$ cat config.mk
export PLATFORM = sky130hd
export DESIGN_NAME = headway_gap_accel_decision
export DESIGN_NICKNAME = d
export VERILOG_FILES = /design/src/hdl/hgad_pkg.sv /design/src/hdl/headway_gap_accel_decision.sv
export SDC_FILE = /design/constraint.sdc
export NUM_CORES = 2
export LEC_CHECK = 0
export BUFFER_PORTS_ARGS = -buffer_cell sky130_fd_sc_hd__buf_2
export CAP_MARGIN = 20
export CORE_ASPECT_RATIO = 1.5
export CORE_MARGIN = 8
export CORE_UTILIZATION = 25
export CTS_BUF_LIST = sky130_fd_sc_hd__clkbuf_4
export CTS_CLUSTER_SIZE = 20
export DETAILED_ROUTE_END_ITERATION = 16
export PLACE_DENSITY = 0.4
export SLEW_MARGIN = 20
export SYNTH_ARGS = -nofsm -noshare
export SYNTH_HDL_FRONTEND = slang
export SYNTH_SLANG_ARGS = --single-unit
$ cat constraint.sdc
create_clock -name clk -period 34.6 [get_ports clk]
set_input_delay 6.92 -clock clk [delete_from_list [all_inputs] [get_ports clk]]
set_output_delay 6.92 -clock clk [all_outputs]
set_load 0.02 [all_outputs]
$ cat src/hdl/hgad_pkg.sv
// Shared types and constants of the headway gap acceleration decision block.
`timescale 1ns / 1ps
`default_nettype none
package hgad_pkg;

	// Decision codes carried on the result stream.
	typedef enum logic [1:0] {
		ACT_HOLD  = 2'd0,
		ACT_ACCEL = 2'd1,
		ACT_BRAKE = 2'd2
	} action_t;

	// Configuration register indexes.
	localparam int CFG_ADDR_W = 3;
	localparam logic [CFG_ADDR_W-1:0] CFG_MIN_GAP     = 3'd0;
	localparam logic [CFG_ADDR_W-1:0] CFG_HEADWAY     = 3'd1;
	localparam logic [CFG_ADDR_W-1:0] CFG_BIAS_GAIN   = 3'd2;
	localparam logic [CFG_ADDR_W-1:0] CFG_DEADBAND    = 3'd3;
	localparam logic [CFG_ADDR_W-1:0] CFG_BRAKE_LIMIT = 3'd4;
	localparam logic [CFG_ADDR_W-1:0] CFG_ACCEL_LIMIT = 3'd5;

	// Register reset values.
	localparam logic [15:0] MIN_GAP_RST     = 16'd1280;
	localparam logic [11:0] HEADWAY_RST     = 12'd384;
	localparam logic [15:0] BIAS_GAIN_RST   = 16'd128;
	localparam logic [15:0] DEADBAND_RST    = 16'd256;
	localparam logic [15:0] BRAKE_LIMIT_RST = 16'd768;
	localparam logic [14:0] ACCEL_LIMIT_RST = 15'd384;

	// Field and datapath widths.
	localparam int CFG_DATA_W = 16;
	localparam int SPEED_W    = 16;
	localparam int GAP_W      = 24;
	localparam int HEADWAY_W  = 12;
	localparam int ERR_W      = 25;
	localparam int BIAS_W     = 24;
	localparam int MAG_W      = 24;
	localparam int NUM_W      = 32;
	localparam int REQ_W      = 16;
	localparam int IN_DATA_W  = 56;
	localparam int OUT_DATA_W = 24;

	// Pipeline shape: three front stages, the divider, one output stage.
	localparam int DIV_STEPS  = 4;
	localparam int DIV_STAGES = NUM_W / DIV_STEPS;
	localparam int DIV_FIRST  = 4;
	localparam int NUM_STAGES = DIV_FIRST + DIV_STAGES;

	// Working word of the restoring divider: partial remainder plus
	// numerator bits still to shift in, with quotient bits entering at the bottom.
	typedef struct packed {
		logic [HEADWAY_W-1:0] rem;
		logic [NUM_W-1:0]     nq;
	} div_work_t;

endpackage
`default_nettype wire

$ cat src/hdl/headway_gap_accel_decision.sv
// Top level: pipelined constant time headway cruise decision.
//
// Channel   Direction  Handshake                 Payload
// s_*       in         s_tvalid / s_tready       ego_speed, lead_speed, gap_distance
// m_*       out        m_tvalid / m_tready       action_code, accel_request
// cfg_*     in         cfg_we (no wait)          register index and write data
//
// One request is taken every cycle while the pipeline does not stall; the pipeline depth is set by
// the 32 step restoring divider at four steps a stage.
// Reset returns every configuration register to its default and empties the pipeline.
// A stalled output holds the last stage; empty stages further back still fill.
`timescale 1ns / 1ps
`default_nettype none
module headway_gap_accel_decision (
	input  wire logic                                  clk,
	input  wire logic                                  arst_n,
	input  wire logic                                  s_tvalid,
	output logic                                       s_tready,
	// ego_speed [15:0], lead_speed [31:16], gap_distance [55:32]
	input  wire logic [hgad_pkg::IN_DATA_W-1:0]        s_tdata,
	output logic                                       m_tvalid,
	input  wire logic                                  m_tready,
	// action_code [1:0], accel_request [17:2], zero fill [23:18]
	output logic [hgad_pkg::OUT_DATA_W-1:0]            m_tdata,
	input  wire logic                                  cfg_we,
	input  wire logic [hgad_pkg::CFG_ADDR_W-1:0]       cfg_addr,
	input  wire logic [hgad_pkg::CFG_DATA_W-1:0]       cfg_wdata
);

	localparam int NS = hgad_pkg::NUM_STAGES;
	localparam int DS = hgad_pkg::DIV_STAGES;

	// Configuration registers.
	logic [15:0]                      min_gap_q;
	logic [hgad_pkg::HEADWAY_W-1:0]   headway_q;
	logic [15:0]                      bias_gain_q;
	logic [15:0]                      deadband_q;
	logic [15:0]                      brake_limit_q;
	logic [14:0]                      accel_limit_q;

	always_ff @(posedge clk or negedge arst_n) begin
		if (!arst_n) begin
			min_gap_q     <= hgad_pkg::MIN_GAP_RST;
			headway_q     <= hgad_pkg::HEADWAY_RST;
			bias_gain_q   <= hgad_pkg::BIAS_GAIN_RST;
			deadband_q    <= hgad_pkg::DEADBAND_RST;
			brake_limit_q <= hgad_pkg::BRAKE_LIMIT_RST;
			accel_limit_q <= hgad_pkg::ACCEL_LIMIT_RST;
		end else if (cfg_we) begin
			unique case (cfg_addr)
				hgad_pkg::CFG_MIN_GAP:     min_gap_q     <= cfg_wdata;
				hgad_pkg::CFG_HEADWAY:     headway_q     <= cfg_wdata[hgad_pkg::HEADWAY_W-1:0];
				hgad_pkg::CFG_BIAS_GAIN:   bias_gain_q   <= cfg_wdata;
				hgad_pkg::CFG_DEADBAND:    deadband_q    <= cfg_wdata;
				hgad_pkg::CFG_BRAKE_LIMIT: brake_limit_q <= cfg_wdata;
				hgad_pkg::CFG_ACCEL_LIMIT: accel_limit_q <= cfg_wdata[14:0];
				default: ;
			endcase
		end
	end

	// A zero headway divides by one.
	logic [hgad_pkg::HEADWAY_W-1:0] divisor;
	assign divisor = (headway_q == '0) ? hgad_pkg::HEADWAY_W'(1) : headway_q;

	// Valid bits and per-stage advance: a stage moves when it is empty or
	// when the stage after it moves, so bubbles close up behind a stall.
	logic [NS:1] stg_vld_q;
	logic [NS:1] stg_en;
	logic [NS:1] vld_in;

	always_comb begin
		stg_en[NS] = !stg_vld_q[NS] || m_tready;
		for (int k = NS - 1; k >= 1; k--) begin
			stg_en[k] = !stg_vld_q[k] || stg_en[k+1];
		end
	end

	assign vld_in   = {stg_vld_q[NS-1:1], s_tvalid};
	assign s_tready = stg_en[1];

	always_ff @(posedge clk or negedge arst_n) begin
		if (!arst_n) begin
			stg_vld_q <= '0;
		end else begin
			stg_vld_q <= (vld_in & stg_en) | (stg_vld_q & ~stg_en);
		end
	end

	// Stage 1: headway product, closing speed and the closing-rate check.
	logic [hgad_pkg::SPEED_W-1:0] ego_in;
	logic [hgad_pkg::SPEED_W-1:0] lead_in;
	logic [hgad_pkg::GAP_W-1:0]   gap_in;
	logic signed [16:0]           spd_diff;

	assign ego_in   = s_tdata[15:0];
	assign lead_in  = s_tdata[31:16];
	assign gap_in   = s_tdata[55:32];
	assign spd_diff = $signed({1'b0, ego_in}) - $signed({1'b0, lead_in});

	logic [27:0]                prod_h_s1;
	logic [15:0]                close_mag_s1;
	logic                       close_ok_s1;
	logic [hgad_pkg::GAP_W-1:0] gap_s1;

	always_ff @(posedge clk) begin
		if (stg_en[1]) begin
			prod_h_s1    <= ego_in * headway_q;
			close_mag_s1 <= (spd_diff > 17'sd0) ? spd_diff[15:0] : 16'd0;
			close_ok_s1  <= !(spd_diff > 17'sd128);
			gap_s1       <= gap_in;
		end
	end

	// Stage 2: gap error against the desired gap, and the closing bias.
	logic [20:0]       desired;
	logic [31:0]       bias_prod;
	logic signed [hgad_pkg::ERR_W-1:0] err_s2;
	logic [hgad_pkg::BIAS_W-1:0]       bias_s2;
	logic                               close_ok_s2;

	assign desired   = {5'd0, min_gap_q} + {1'b0, prod_h_s1[27:8]};
	assign bias_prod = bias_gain_q * close_mag_s1;

	always_ff @(posedge clk) begin
		if (stg_en[2]) begin
			err_s2      <= $signed({1'b0, gap_s1}) - $signed({4'd0, desired});
			bias_s2     <= bias_prod[31:8];
			close_ok_s2 <= close_ok_s1;
		end
	end

	// Stage 3: pick the action and form the scaled numerator.
	// The brake sum carries a spare bit, as a large error plus a large
	// threshold can reach beyond the range of the error itself.
	logic [24:0]                 brake_thr;
	logic signed [26:0]          brake_sum;
	logic                        do_brake;
	logic                        do_accel;
	logic [hgad_pkg::ERR_W-1:0]  err_neg;
	hgad_pkg::action_t           code_c3;
	logic [hgad_pkg::MAG_W-1:0]  mag_c3;

	assign brake_thr = {9'd0, deadband_q} + {1'b0, bias_s2};
	assign brake_sum = 27'(err_s2) + $signed({2'b0, brake_thr});
	assign do_brake  = brake_sum[26];
	assign do_accel  = (err_s2 > $signed({9'd0, deadband_q})) && close_ok_s2;
	assign err_neg   = -err_s2;

	always_comb begin
		if (do_brake) begin
			code_c3 = hgad_pkg::ACT_BRAKE;
			mag_c3  = err_neg[hgad_pkg::MAG_W-1:0];
		end else if (do_accel) begin
			code_c3 = hgad_pkg::ACT_ACCEL;
			mag_c3  = err_s2[hgad_pkg::MAG_W-1:0];
		end else begin
			code_c3 = hgad_pkg::ACT_HOLD;
			mag_c3  = '0;
		end
	end

	hgad_pkg::action_t            code_s3;
	logic [hgad_pkg::NUM_W-1:0]   num_s3;

	always_ff @(posedge clk) begin
		if (stg_en[3]) begin
			code_s3 <= code_c3;
			num_s3  <= {mag_c3, 8'd0};
		end
	end

	// Four restoring division steps on the working word.
	function automatic hgad_pkg::div_work_t div_steps(input hgad_pkg::div_work_t w,
			input logic [hgad_pkg::HEADWAY_W-1:0] d);
		hgad_pkg::div_work_t r;
		logic [hgad_pkg::HEADWAY_W:0] t;
		r = w;
		for (int i = 0; i < hgad_pkg::DIV_STEPS; i++) begin
			t = {r.rem, r.nq[hgad_pkg::NUM_W-1]};
			if (t >= {1'b0, d}) begin
				t    = t - {1'b0, d};
				r.nq = {r.nq[hgad_pkg::NUM_W-2:0], 1'b1};
			end else begin
				r.nq = {r.nq[hgad_pkg::NUM_W-2:0], 1'b0};
			end
			r.rem = t[hgad_pkg::HEADWAY_W-1:0];
		end
		return r;
	endfunction

	// Divider stages: each one retires four quotient bits.
	hgad_pkg::div_work_t div_src [DS];
	hgad_pkg::div_work_t div_w_s [DS];
	hgad_pkg::action_t   div_code_s [DS];
	hgad_pkg::action_t   div_code_src [DS];

	always_comb begin
		div_src[0].rem  = '0;
		div_src[0].nq   = num_s3;
		div_code_src[0] = code_s3;
		for (int g = 1; g < DS; g++) begin
			div_src[g]      = div_w_s[g-1];
			div_code_src[g] = div_code_s[g-1];
		end
	end

	for (genvar g = 0; g < DS; g++) begin : g_div
		always_ff @(posedge clk) begin
			if (stg_en[hgad_pkg::DIV_FIRST+g]) begin
				div_w_s[g]    <= div_steps(div_src[g], divisor);
				div_code_s[g] <= div_code_src[g];
			end
		end
	end

	// Output stage: clamp the quotient to the limit of the chosen action.
	logic [hgad_pkg::NUM_W-1:0] quot;
	logic [15:0]                brake_need;
	logic [14:0]                accel_want;
	logic [hgad_pkg::REQ_W-1:0] req_c;

	assign quot       = div_w_s[DS-1].nq;
	assign brake_need = (quot > {16'd0, brake_limit_q}) ? brake_limit_q : quot[15:0];
	assign accel_want = (quot > {17'd0, accel_limit_q}) ? accel_limit_q : quot[14:0];

	always_comb begin
		case (div_code_s[DS-1])
			hgad_pkg::ACT_BRAKE: begin
				if (brake_need[15] && (brake_need[14:0] != '0)) begin
					req_c = 16'h8000;
				end else begin
					req_c = 16'd0 - brake_need;
				end
			end
			hgad_pkg::ACT_ACCEL: req_c = {1'b0, accel_want};
			default:             req_c = '0;
		endcase
	end

	hgad_pkg::action_t          code_s12;
	logic [hgad_pkg::REQ_W-1:0] req_s12;

	always_ff @(posedge clk) begin
		if (stg_en[NS]) begin
			code_s12 <= div_code_s[DS-1];
			req_s12  <= req_c;
		end
	end

	assign m_tvalid = stg_vld_q[NS];
	assign m_tdata  = {6'd0, req_s12, code_s12};

`ifndef ASSERT_OFF
	// A hold decision never carries a request.
	a_hold_zero: assert property (@(posedge clk) disable iff (!arst_n)
		m_tvalid && (code_s12 == hgad_pkg::ACT_HOLD) |-> req_s12 == '0)
		else $error("hold result with non-zero request");

	// An acceleration stays positive and within its limit.
	a_accel_range: assert property (@(posedge clk) disable iff (!arst_n)
		m_tvalid && (code_s12 == hgad_pkg::ACT_ACCEL)
			|-> !req_s12[15] && (req_s12[14:0] <= accel_limit_q))
		else $error("acceleration request out of range");

	// A braking request is never positive.
	a_brake_sign: assert property (@(posedge clk) disable iff (!arst_n)
		m_tvalid && (code_s12 == hgad_pkg::ACT_BRAKE) |-> req_s12[15] || (req_s12 == '0))
		else $error("braking request is positive");

	// With the output stage empty, the whole chain advances and a request is taken.
	a_ready_when_drained: assert property (@(posedge clk) disable iff (!arst_n)
		!stg_vld_q[NS] |-> s_tready)
		else $error("input stalled with an empty output stage");
`endif

endmodule
`default_nettype wire
==> metrics.yaml <==
status: "completed"
core_um2: 230500
synth_cell_type_count: 94
worstMarginPinSlew_ns: 1.094
wl_per_cell_um: 19.69
drc: 0
clk_pin_slew_ns: 0.06
overflow: 0
layout_min_cycle_time_ns: 17.43
dpl.cell_count: 9104
clock_skew_ns: 0.1439
syn_area_um2: 57930
maxSlewHeadroom: 0.2708
cts.repair.resized: 0
drv_slew: 0
die_x_um: 409.0
hold_buffers: 0
utilization: 0.2802
crit_fanout: 63
critPathLaunchType: "input pin"
areaGrowthSynthToFinish_pct: 11.53
fin_cells: 9409
min_path_type: "reg2reg"
drive_above_1_share: 0.1245
place_congestion: 0.8343
cp_data_arrival_time_ns: 10.51
grt_max_degree: 65
syn_inst: 6012
io_pins: 106
initial_core_util: 0.2513
postCtsSetupBuffers: 0
crit_type: "in2out"
synth_edf_count: 459
max-cap-violations: 0
antenna_left: 0
setup-violations-final: 0
tns_ns: 0
cts-buffers-inserted: 162
finalHoldViolCount: 0
ys_ff_latch: 562
drt_pass1_iterations: 7
first_global_vias: 47657
layout.nets: 7337
dpl.hpwl_um: 145900
die_area_um2: 247700
fmax_ghz: 0.05738
portBuffers: 99
track_usage: 0.1473
rows: 216
syn_avg_cell_area_um2: 9.635
wl_um: 185300
synthArstFlopShare: 0.1833
ys_warn_count: 0
first_iter_violations: 2168
crit_required_ns: 27.68
whs_endpoint: "div_w_s[1][93]"
holdCritStartpoint: "div_w_s[1][45]"
die_h_um: 605.5
whs_path_depth: 0
cts-htree-levels: 4
reg2reg_slack_ns: 21.59
grt_pass1_wl_um: 282000
finalCritPeriodShare: 0.5037
synth_flop_cell: "edfxtp_1"
reg2reg_from: "headway_q[10]"
routed_via_density: 4.773
cts_sinks: 562
cts_tree: "yes"
endpoint_kind: "primary output"
cts_buffer_depth: 3
rsz0062_at_grt: "false"
seq_area_frac_synth: 0.2827
r2r_cells: 45
timing.rr.end: "div_w_s[1][86]"
clk_latency_ns: 1.22
antenna_found_initial: 19
clock-root-buffer: "clkbuf_4"
vias: 44908
==> synth_stat cells, types with 93 or more instances <==
| cell | count | share of area |
|---|---|---|
| xor2_1 | 98 | 0.015 |
| and2_1 | 158 | 0.017 |
| mux2_2 | 234 | 0.045 |
| nor3_1 | 130 | 0.011 |
| nand3_1 | 98 | 0.0085 |
| nor2_1 | 312 | 0.020 |
| clkbuf_1 | 118 | 0.0076 |
| dfrtp_1 | 93 | 0.040 |
| a21oi_1 | 339 | 0.029 |
| inv_1 | 697 | 0.045 |
| nand2_1 | 562 | 0.036 |
| o21ai_0 | 283 | 0.024 |
| a21o_1 | 141 | 0.018 |
| ha_1 | 664 | 0.14 |
| fa_1 | 375 | 0.13 |
| edfxtp_1 | 459 | 0.24 |
| xnor2_1 | 242 | 0.037 |
==> state kept, by name, indices dropped and copies added (netlist names), 20 cells and up, named ones only <==
register / flops
div_w_s: 288
bias_s2: 24
err_s2: 25
gap_s1: 24
prod_h_s1: 20
num_s3: 24
==> area by class of cell <==
class,count,area (um^2)
clock buffers,245,1839
inverters,710,2668
fillers,24696,165900
well taps,3052,3819
repair buffers,182,1141
diodes,6,15.01
multi-input cells,4600,38420
flip-flops and latches,562,16370
clock inverters,52,324.1
==> cell families after synthesis <==
family,share of synthesized area
buffers and inverters,0.05635
muxes,0.05746
adders and majority gates,0.2730
other,0.00006474
xor gates and xnor gates,0.05141
DFF,0.2827
and+or+nand+nor,0.1424
AOI/OAI and AO/OA,0.1366
==> worst max-delay path, cell delays in order <==
cell and delay (ns):
buf_2 0.10, nor2b_1 0.19, and2_1 0.22, and3_1 0.33, nand4_1 0.23, buf_4 0.37, nor2_1 0.34, nand3_1 0.13
buf_4 0.26, inv_1 0.18, nand3_4 0.70, buf_2 0.45
==> metal layers <==
metal	global-route usage	wire length, um
met1	0.1624	73430
met2	0.2879	100300
met3	0.01755	5584
met4	0.05033	5952
met5	0	33
==> per-stage QoR <==
| step | instance area [um^2] | worst slack (ns) | hold slack, ns |
|---|---|---|---|
| floorplan | 57950 | 16.00 | 0.4003 |
| global placement | 62400 | 17.05 | 0.4008 |
| detailed placement | 62400 | 17.16 | 0.4045 |
| CTS | 64560 | 17.16 | 0.3738 |
| global route | 64600 | 16.83 | 0.3899 |
| finish | 64600 | 17.17 | 0.3808 |
==> placed cells by master (no fill, tap or decap), drive strengths merged, types with 130 or more instances in the layout <==
cell	instances
a21oi	340
nor2	313
ha	664
o21ai	289
inv	715
a21o	141
nor3	130
xnor2	242
nand2	563
edfxtp	459
mux2	247
and2	159
buf	181
clkbuf	246
fa	375
==> worst max path at each step <==
stage,startpoint,endpoint,slack (ns),depth (start not counted)
final,m_tready,s_tready,17.17,12
after detailed placement,m_tready,s_tready,17.16,12
after global routing,m_tready,s_tready,16.83,12
after global placement,m_tready,s_tready,17.05,12
after floorplan,m_tready,s_tready,16.00,8
after CTS,m_tready,s_tready,17.16,12
Power is left out: the tool's default activity adds up to more than one toggle a clock period on the data nets, which glitch-free logic cannot reach.
